--- config.mk ---
export PLATFORM = sky130hd
export DESIGN_NAME = crce_engine
export DESIGN_NICKNAME = d
export VERILOG_FILES = /design/src/rtl/crce_pkg.sv /design/src/rtl/crce_engine.sv
export SDC_FILE = /design/constraint.sdc
export NUM_CORES = 1
export LEC_CHECK = 0
export ABC_AREA = 1
export BUFFER_PORTS_ARGS = -buffer_cell sky130_fd_sc_hd__buf_4
export CAP_MARGIN = 40
export CORE_ASPECT_RATIO = 1.4
export CORE_MARGIN = 10
export CORE_UTILIZATION = 50
export CTS_BUF_LIST = sky130_fd_sc_hd__clkbuf_4
export CTS_CLUSTER_SIZE = 14
export DETAILED_ROUTE_END_ITERATION = 8
export PLACE_DENSITY = 0.82
export REMOVE_ABC_BUFFERS = 1
export SLEW_MARGIN = 10
export SYNTH_ARGS = -nofsm -noshare
export SYNTH_HDL_FRONTEND = slang
export SYNTH_SLANG_ARGS = --single-unit
--- constraint.sdc ---
create_clock -name clock -period 5.7 [get_ports clock]
set_input_delay 0.855 -clock clock [delete_from_list [all_inputs] [get_ports clock]]
set_output_delay 0.855 -clock clock [all_outputs]
set_load 0.03 [all_outputs]
--- src/rtl/crce_pkg.sv ---
// Shared types and constants of the capacitated route cost evaluator.
package crce_pkg;

   localparam int KIND_BITS        = 2;
   localparam int POINT_FIELD_BITS = 8;
   localparam int VALUE_FIELD_BITS = 16;
   localparam int LOAD_BITS        = 16;
   localparam int COST_BITS        = 32;

   localparam logic [KIND_BITS-1:0] KIND_DEMAND = 2'd0;
   localparam logic [KIND_BITS-1:0] KIND_DIST   = 2'd1;
   localparam logic [KIND_BITS-1:0] KIND_VISIT  = 2'd2;

   localparam logic [LOAD_BITS-1:0] CAPACITY_RESET = 16'hFFFF;

   typedef enum logic [4:0] {
      ST_IDLE  = 5'b00001,
      ST_EVAL  = 5'b00010,
      ST_RET   = 5'b00100,
      ST_LEG   = 5'b01000,
      ST_CLOSE = 5'b10000
   } state_type;

   typedef struct packed {
      logic dem_we;
      logic dist_we;
      logic dem_re;
      logic dist_re;
   } tbl_ctrl_type;

endpackage

--- src/rtl/crce_engine.sv ---
// Visit sequencer: route state, table access control and result register.
module crce_engine #(
   parameter int MAX_POINTS = 256,
   parameter int VALUE_BITS = 16
) (
   input  logic                                        clock,
   input  logic                                        reset,
   input  logic                                        req_valid,
   output logic                                        req_stall,
   input  logic [crce_pkg::KIND_BITS-1:0]              req_kind,
   input  logic [crce_pkg::POINT_FIELD_BITS-1:0]       req_point,
   input  logic [crce_pkg::POINT_FIELD_BITS-1:0]       req_other_point,
   input  logic [crce_pkg::VALUE_FIELD_BITS-1:0]       req_value,
   input  logic                                        req_last,
   output logic                                        rsp_valid,
   input  logic                                        rsp_stall,
   output logic [crce_pkg::COST_BITS-1:0]              rsp_running_cost,
   output logic                                        rsp_route_done,
   output logic                                        rsp_status,
   input  logic                                        csr_write_enable,
   input  logic [crce_pkg::LOAD_BITS-1:0]              csr_write_data,
   output crce_pkg::tbl_ctrl_type                      tbl_ctrl,
   output logic [$clog2(MAX_POINTS)-1:0]               wr_row,
   output logic [$clog2(MAX_POINTS)-1:0]               wr_col,
   output logic [VALUE_BITS-1:0]                       wr_data,
   output logic [$clog2(MAX_POINTS)-1:0]               dem_raddr,
   output logic [2*$clog2(MAX_POINTS)-1:0]             dist_raddr,
   input  logic [VALUE_BITS-1:0]                       dem_rdata,
   input  logic [VALUE_BITS-1:0]                       dist_rdata
);
   import crce_pkg::*;

   localparam int PB = $clog2(MAX_POINTS);
   localparam int CW = ((VALUE_BITS > LOAD_BITS) ? VALUE_BITS : LOAD_BITS) + 1;

   function automatic logic [PB-1:0] wrap_point(input logic [POINT_FIELD_BITS-1:0] p);
      logic [31:0] r;
      r = 32'(p);
      for (int k = POINT_FIELD_BITS - 1; k >= 0; k--) begin
         if (r >= (32'(MAX_POINTS) << k)) begin
            r = r - (32'(MAX_POINTS) << k);
         end
      end
      return r[PB-1:0];
   endfunction

   function automatic logic [COST_BITS-1:0] sat_add(input logic [COST_BITS-1:0] a,
                                                    input logic [VALUE_BITS-1:0] b);
      logic [COST_BITS:0] s;
      s = {1'b0, a} + (COST_BITS + 1)'(b);
      return s[COST_BITS] ? {COST_BITS{1'b1}} : s[COST_BITS-1:0];
   endfunction

   state_type             state_ff, state_in;
   logic [LOAD_BITS-1:0]  load_ff, load_in;
   logic [PB-1:0]         prev_ff, prev_in;
   logic [COST_BITS-1:0]  cost_ff, cost_in;
   logic [PB-1:0]         pt_ff, pt_in;
   logic                  last_ff, last_in;
   logic                  skip_ff, skip_in;
   logic [LOAD_BITS-1:0]  cap_ff;
   logic                  rsp_valid_ff, rsp_valid_in;
   logic [COST_BITS-1:0]  rsp_cost_ff;
   logic                  rsp_done_ff;
   logic                  rsp_status_ff;

   logic                  req_accept;
   logic                  out_free;
   logic [PB-1:0]         row_w;
   logic [PB-1:0]         col_w;
   logic [CW-1:0]         d_ext;
   logic [CW-1:0]         cap_ext;
   logic [CW-1:0]         load_sum;
   logic                  d_skip;
   logic                  d_ovf;
   logic [COST_BITS-1:0]  cost_leg;
   logic                  fin;
   logic                  fin_ok;
   logic [COST_BITS-1:0]  fin_cost;
   logic                  fin_done;
   logic                  fin_status;
   logic                  dist_re;

   assign out_free   = !rsp_valid_ff || !rsp_stall;
   assign req_stall  = (state_ff != ST_IDLE) || !out_free;
   assign req_accept = req_valid && !req_stall;

   assign row_w   = wrap_point(req_point);
   assign col_w   = wrap_point(req_other_point);
   assign wr_row  = row_w;
   assign wr_col  = col_w;
   assign wr_data = VALUE_BITS'(req_value);
   assign dem_raddr = row_w;

   assign d_ext    = CW'(dem_rdata);
   assign cap_ext  = CW'(cap_ff);
   assign load_sum = CW'(load_ff) + d_ext;
   assign d_skip   = d_ext > cap_ext;
   assign d_ovf    = !d_skip && (load_sum > cap_ext);
   assign cost_leg = sat_add(cost_ff, dist_rdata);

   always_comb begin
      state_in   = state_ff;
      load_in    = load_ff;
      prev_in    = prev_ff;
      cost_in    = cost_ff;
      pt_in      = pt_ff;
      last_in    = last_ff;
      skip_in    = skip_ff;
      dist_re    = 1'b0;
      dist_raddr = {prev_ff, pt_ff};
      fin        = 1'b0;
      fin_cost   = cost_ff;
      fin_done   = 1'b0;
      fin_status = 1'b0;
      case (state_ff)
         ST_IDLE: begin
            if (req_accept) begin
               if (req_kind == KIND_VISIT) begin
                  state_in   = ST_EVAL;
                  pt_in      = row_w;
                  last_in    = req_last;
                  dist_re    = 1'b1;
                  dist_raddr = (load_ff == '0) ? {{PB{1'b0}}, row_w} : {prev_ff, row_w};
               end else begin
                  fin = 1'b1;
               end
            end
         end
         ST_EVAL: begin
            if (d_skip) begin
               skip_in = 1'b1;
               if (last_ff && (load_ff != '0)) begin
                  dist_re    = 1'b1;
                  dist_raddr = {prev_ff, {PB{1'b0}}};
                  state_in   = ST_CLOSE;
               end else begin
                  fin        = 1'b1;
                  fin_done   = last_ff;
                  fin_status = 1'b1;
               end
            end else if (d_ovf) begin
               skip_in    = 1'b0;
               dist_re    = 1'b1;
               dist_raddr = {prev_ff, {PB{1'b0}}};
               state_in   = ST_RET;
            end else begin
               skip_in = 1'b0;
               cost_in = cost_leg;
               load_in = LOAD_BITS'(load_sum);
               prev_in = pt_ff;
               if (last_ff && (load_sum != '0)) begin
                  dist_re    = 1'b1;
                  dist_raddr = {pt_ff, {PB{1'b0}}};
                  state_in   = ST_CLOSE;
               end else begin
                  fin      = 1'b1;
                  fin_cost = cost_leg;
                  fin_done = last_ff;
               end
            end
         end
         ST_RET: begin
            cost_in    = cost_leg;
            load_in    = '0;
            dist_re    = 1'b1;
            dist_raddr = {{PB{1'b0}}, pt_ff};
            state_in   = ST_LEG;
         end
         ST_LEG: begin
            cost_in = cost_leg;
            load_in = LOAD_BITS'(dem_rdata);
            prev_in = pt_ff;
            if (last_ff && (dem_rdata != '0)) begin
               dist_re    = 1'b1;
               dist_raddr = {pt_ff, {PB{1'b0}}};
               state_in   = ST_CLOSE;
            end else begin
               fin      = 1'b1;
               fin_cost = cost_leg;
               fin_done = last_ff;
            end
         end
         ST_CLOSE: begin
            fin        = 1'b1;
            fin_cost   = cost_leg;
            fin_done   = 1'b1;
            fin_status = skip_ff;
         end
         default: begin
            state_in = ST_IDLE;
         end
      endcase

      fin_ok = fin && out_free;
      if (fin && !out_free) begin
         state_in = state_ff;
         load_in  = load_ff;
         prev_in  = prev_ff;
         cost_in  = cost_ff;
         skip_in  = skip_ff;
      end else if (fin) begin
         state_in = ST_IDLE;
         if (fin_done) begin
            cost_in = '0;
            load_in = '0;
            prev_in = '0;
         end
      end
   end

   assign tbl_ctrl.dem_we  = req_accept && (req_kind == KIND_DEMAND);
   assign tbl_ctrl.dist_we = req_accept && (req_kind == KIND_DIST);
   assign tbl_ctrl.dem_re  = req_accept && (req_kind == KIND_VISIT);
   assign tbl_ctrl.dist_re = dist_re;

   assign rsp_valid_in = fin_ok ? 1'b1 : (rsp_valid_ff && rsp_stall);

   always_ff @(posedge clock) begin
      if (reset) begin
         state_ff     <= ST_IDLE;
         load_ff      <= '0;
         prev_ff      <= '0;
         cost_ff      <= '0;
         skip_ff      <= 1'b0;
         cap_ff       <= CAPACITY_RESET;
         rsp_valid_ff <= 1'b0;
      end else begin
         state_ff     <= state_in;
         load_ff      <= load_in;
         prev_ff      <= prev_in;
         cost_ff      <= cost_in;
         skip_ff      <= skip_in;
         rsp_valid_ff <= rsp_valid_in;
         if (csr_write_enable) begin
            cap_ff <= csr_write_data;
         end
      end
   end

   always_ff @(posedge clock) begin
      pt_ff   <= pt_in;
      last_ff <= last_in;
      if (fin_ok) begin
         rsp_cost_ff   <= fin_cost;
         rsp_done_ff   <= fin_done;
         rsp_status_ff <= fin_status;
      end
   end

   assign rsp_valid        = rsp_valid_ff;
   assign rsp_running_cost = rsp_cost_ff;
   assign rsp_route_done   = rsp_done_ff;
   assign rsp_status       = rsp_status_ff;

endmodule

* Word-level counts from Yosys, hierarchy flattened
Index checks and enable logic that the tools add are counted.
** Storage, ports and cells
- Bits in read-only memories :: 0
- Bits in writable memories :: 0
- Bits in latches :: 0
- Word-level logic and storage cells :: 123
- Register bits after elaboration :: 122
- Memories :: 0
- Bits of input ports :: 88
** Operators by class
- Mux-type cells :: 65
- Div/mod/pow operators :: 0
- Magnitude comparators :: 2
- $add $sub $neg :: 2
- Equal/unequal tests :: 14
- Shift operators :: 0
- Multipliers :: 0
- Reduce and logical (&&, ||, !) cells :: 27
- Bitwise logic cells :: 1
** Operator list (number)
- two-way mux 32 bit :: 9
- two-way mux 16 bit :: 11
- one-hot mux 32 bit (3 select lines) :: 1
- one-hot mux 16 bit (4 select lines) :: 1
- one-hot mux 32 bit (2 select lines) :: 1
- one-hot mux 16 bit (3 select lines) :: 1
- two-way mux 5 bit :: 8
- two-way mux 8 bit :: 5
- adder 32 x 16 -> 33 bit :: 1
- nonzero test 16 bit :: 2
- one-hot mux 5 bit (5 select lines) :: 1
- two-way mux 1 bit :: 22
- adder 16 x 16 -> 17 bit :: 1
- greater-than comparator 17 x 16 -> 1 bit :: 1
- nonzero test 17 bit :: 1
- greater-than comparator 16 bit :: 1
- logical NOT 16 bit :: 1
- one-hot mux 8 bit (2 select lines) :: 1
- logical AND 1 bit :: 11
- != test 3 bit, second input constant :: 3
- one-hot mux 1 bit (4 select lines) :: 2
- AND reduction 7 bit :: 1
- == test 5 x 1 -> 1 bit, second input constant :: 1
- == test 5 x 2 -> 1 bit, second input constant :: 1
- 18 further kinds :: 23

* Logic depth before layout (Yosys ltp)
- Depth after elaboration :: 11
- Gate-level depth with buffers :: 30

* Worst setup path before layout
Ideal clock, no wire load.
- Path kind :: input to output
- Start :: input dem_rdata[0]
- End :: output dist_raddr[12]
- Path buffers :: 1
- Data required time :: 4.845 ns
- Path slack :: 0.607 ns
- Arrival time :: 4.238 ns
- Stages on the path :: 23
- Cells stage by stage :: ha_1 -> fa_1 -> nand2_1 -> nand2_1 -> nand3_1 -> nand2_1 -> nand3_1 -> nand2_1 -> nand2_1 -> nand2_1 -> ha_1 -> nand2_1 -> inv_1 -> nand3_1 -> nor3_1 -> nand4_4 -> nand2_2 -> nand2_4 -> nor2_1 -> buf_2 -> o21ai_0 -> or2_0 -> a21oi_1
** Between the ends
- Word-level cells in the longest chain between the ends :: 7
- Elaborated cells on any way between the ends :: 14
** Ends and longest elaborated chain
- start: declaration :: line crce_engine.sv:28 : input logic [VALUE_BITS-1:0] dem_rdata,
- branches (longest 6 deep; another with adder 16 x 16 -> 17 bit)
- one-hot mux 16 bit (4 select lines) (*) :: line crce_engine.sv:116 : case (state_ff)
- end: declaration :: line crce_engine.sv:27 : output logic [2*$clog2(MAX_POINTS)-1:0] dist_raddr,
Every way passes the cells marked *.

* Final worst setup path
- Start :: input dem_rdata[0]
- End :: output dist_raddr[8]
The elaborated chain is that of the path after synthesis.

==> out/results.ini <==
[synth]
synth-seq-cells = 122
postSynth.asyncResetShare = 0
synth-seq-area-share = 0.2717
syn_inst = 1649
synth_ff_type = dfxtp_1
synth_area_leader_cell = nand2_1
yosysWarningCount = 0
ys_top_cells_by_area = nand2_1, dfxtp_1, edfxtp_1
synth-edff-count = 43
yosysUniqueCellTypes = 47
netlist_area_um2 = 10570
syn_avg_cell_area_um2 = 6.412
netlist.area_leader.share = 0.1601

[timing]
rsz0062_at_grt = false
hold_violations = 0
period_needed_ps = 5342
tightest_slew_ps = 919.1
setup_ws_ps = 357.9
min_period_over_period = 0.9372
setup_viol = 0
relSlewSlack = 0.3850
max_freq_ghz = 0.1872
drv_slew = 0
fin_worst_skew_ps = 25.28
finalSetupTns_ps = 0

[clocking]
tritoncts = yes
cts_buffers = 17
cts_sinks = 122
clk_latency_ps = 580
cts_resized = 0
htreeDepth = 4
cts_root_buffer = clkbuf_4
clk_pin_slew_ps = 130
clock_path_buffers = 2
holdBufCountCts = 0
post_cts_buffers = 0

[pwr]
p_switching_uw = 1899
clkPwrFrac = 0.184
p_per_area_nw_per_um2 = 339.3
switching_share = 0.4752
irDropWorstVdd_v = 0.0001928
internal_power_uw = 2097
power.total_uw = 3995
power_frac_seq = 0.289
pwr-share-comb = 0.527
cellLeakagePower_uw = 0.005570

[critical_path]
crit_end = dist_raddr[8]
worstPathArrival_ps = 4490
crit_fanout = 12
path_common_cell = nand2_1
crit_type = primary input to primary output
start_kind = primary input
worstSetupEndpointType = primary output
startpoint = dem_rdata[0]
cpMaxStageDelayCell = fa_1
r2r-end = rsp_running_cost[18]
cp.required_ps = 4850
r2r-start = load_ff[0]
max_stage_delay_ps = 390
reg2reg_depth = 22
regToRegSetupSlack_ps = 1250

[cells_and_area]
area_delta_synth_final_pct = 11.35
layoutNonFillerInstCount = 1979
layout-drive-gt1-share = 0.1295
stdcell_area_um2 = 11770
nets = 1863

[drt]
first_iter_violations = 1159
firstDrtPassIters = 6
antenna_left = 0
num_vias = 11420
detail_route.vias_per_cell = 5.771
routed_wl_um = 33970
wl_per_cell_um = 17.16
drc = 0

[floorplan]
die_area_um2 = 27450
fp-row-count = 62
ios = 184
start_util = 0.5124
die_w_um = 142.9
coreArea_um2 = 20630
fp.dieH_um = 192.1

[grt]
first_global_vias = 10940
grt_usage = 0.2438
antenna_found_initial = 1
overflow = 0
grt_max_degree = 75
grt_pass1_wl_um = 53990

[placement]
pre_cts_ws_ps = 288.2
dp_cells = 1946
place.gp.congestion = 0.9509
placed_area_um2 = 11430
dp_hpwl_um = 25200
port_buffers = 135

[flow_run]
drv_cap = 0

[status]
outcome = finished, final reports clean

[worst_hold_path]
min_path_type = primary input to flip-flop

## power by group through the flow
stage | logic [uW] | registers [uW] | clock network, uW
global route | 2300 | 1170 | 782
CTS | 2080 | 1150 | 740
floorplan | 1250 | 1260 | 0
detailed placement | 2070 | 1170 | 0
finish | 2110 | 1150 | 734
global placement | 2040 | 1170 | 0
## cells by family (layout without fill, tap and decap cells)
kind of cell,count (synthesis),count (layout),share of synthesized area
DFF,122,122,0.2717
other,0,1,0
adders and majority gates,66,66,0.07952
buffers and inverters,303,376,0.1304
and+or+nand+nor,840,840,0.3490
AOI/OAI and AO/OA,305,305,0.1587
xor gates and xnor gates,13,13,0.01077
## flip-flops by register name (all words and copies together) (netlist names)
| signal | count |
|---|---|
| cap_ff | 16 |
| prev_ff | 8 |
| cost_ff | 32 |
| load_ff | 16 |
| rsp_running_cost | 32 |
| rsp_valid | 1 |
| last_ff | 1 |
| skip_ff | 1 |
| state_ff | 5 |
| rsp_status | 1 |
| pt_ff | 8 |
| rsp_route_done | 1 |
## metal layers
| metal | wire [um] | vias up | track usage | share of wire |
|---|---|---|---|---|
| li1 | - | 5595 | - | - |
| met4 | 1217 | 0 | 0.1165 | 0.036 |
| met3 | 2860 | 88 | 0.05981 | 0.084 |
| met2 | 16840 | 524 | 0.4283 | 0.50 |
| met5 | 0 | - | 0.003752 | 0 |
| met1 | 13050 | 5214 | 0.2684 | 0.38 |
## worst max-delay path, delay by kind of cell
kind            cells  cell delay [ps]
simple gates       21             1970
fa+ha+maj           3              900
buf+inv             5              620
compound gates      1              130
## worst min path at each step
stage                     from         end  cells after the start
floorplan            cap_ff[0]   cap_ff[0]                      2
global placement       skip_ff     skip_ff                      2
detailed placement  cost_ff[1]  cost_ff[1]                      2
CTS                   req_last     last_ff                      1
global route          req_last     last_ff                      1
finish                req_last     last_ff                      1
## cell usage after synthesis, types with 3 or more instances
master     count
a211oi_1       3
a21o_1         4
a21oi_1      153
a221oi_1       5
a22oi_1        4
buf_1          4
buf_2         20
buf_4         45
buf_6          6
clkbuf_1      37
dfxtp_1       79
edfxtp_1      43
ha_1          64
inv_1        183
inv_2          7
nand2_1      451
nand2_2        6
nand2_4        3
nand3_1      179
nand3b_1       9
nand4_1       32
nor2_1       102
nor3_1        30
nor4_1         6
o2111ai_1      3
o211ai_1      19
o21ai_0      100
o21ai_1        3
or2_0          4
or2_2          8
xnor2_1        5
xor2_1         8
## cells in the final DEF (no fill, tap or decap), drive strengths merged
cell      synthesis  routed
nand2           460     460
inv             191     192
nand3           182     182
a21oi           156     156
buf              75     153
nor2            104     104
o21ai           103     103
dfxtp            79      79
ha               64      64
edfxtp           43      43
nand4            33      33
nor3             30      30
o211ai           19      19
clkbuf           37      18
or2              13      13
nand3b            9       9
xor2              8       8
nor4              8       8
clkinv            0       7
a221oi            5       5
xnor2             5       5
a21o              4       4
a22oi             4       4
bufinv            0       4
o2111ai           3       3
a211oi            3       3
o21bai            2       2
o21a              2       2
o221ai            2       2
a31oi             2       2
fa                2       2
clkinvlp          0       2
diode             0       1
and2              1       1
## per-stage QoR
| step | util | hold WS [ps] |
|---|---|---|
| floorplan | - | 451.6 |
| global placement | 0.5540 | 465.7 |
| detailed placement | 0.5540 | 494.1 |
| CTS | 0.5701 | 434.9 |
| global route | 0.5706 | 419.9 |
| finish | 0.5706 | 457.6 |
## layout make-up
cell class                 count  area (um2)
fill                        2025        8861
multi-input combinational   1224        6341
sequential                   122        2873
timing repair buffer         153        1186
inverter                     191       719.4
tap                          256       320.3
clock inverter                14       196.4
clock buffer                  18       135.1
antenna                        1       2.502
Note: power is estimated with default switching activity, not from simulation.
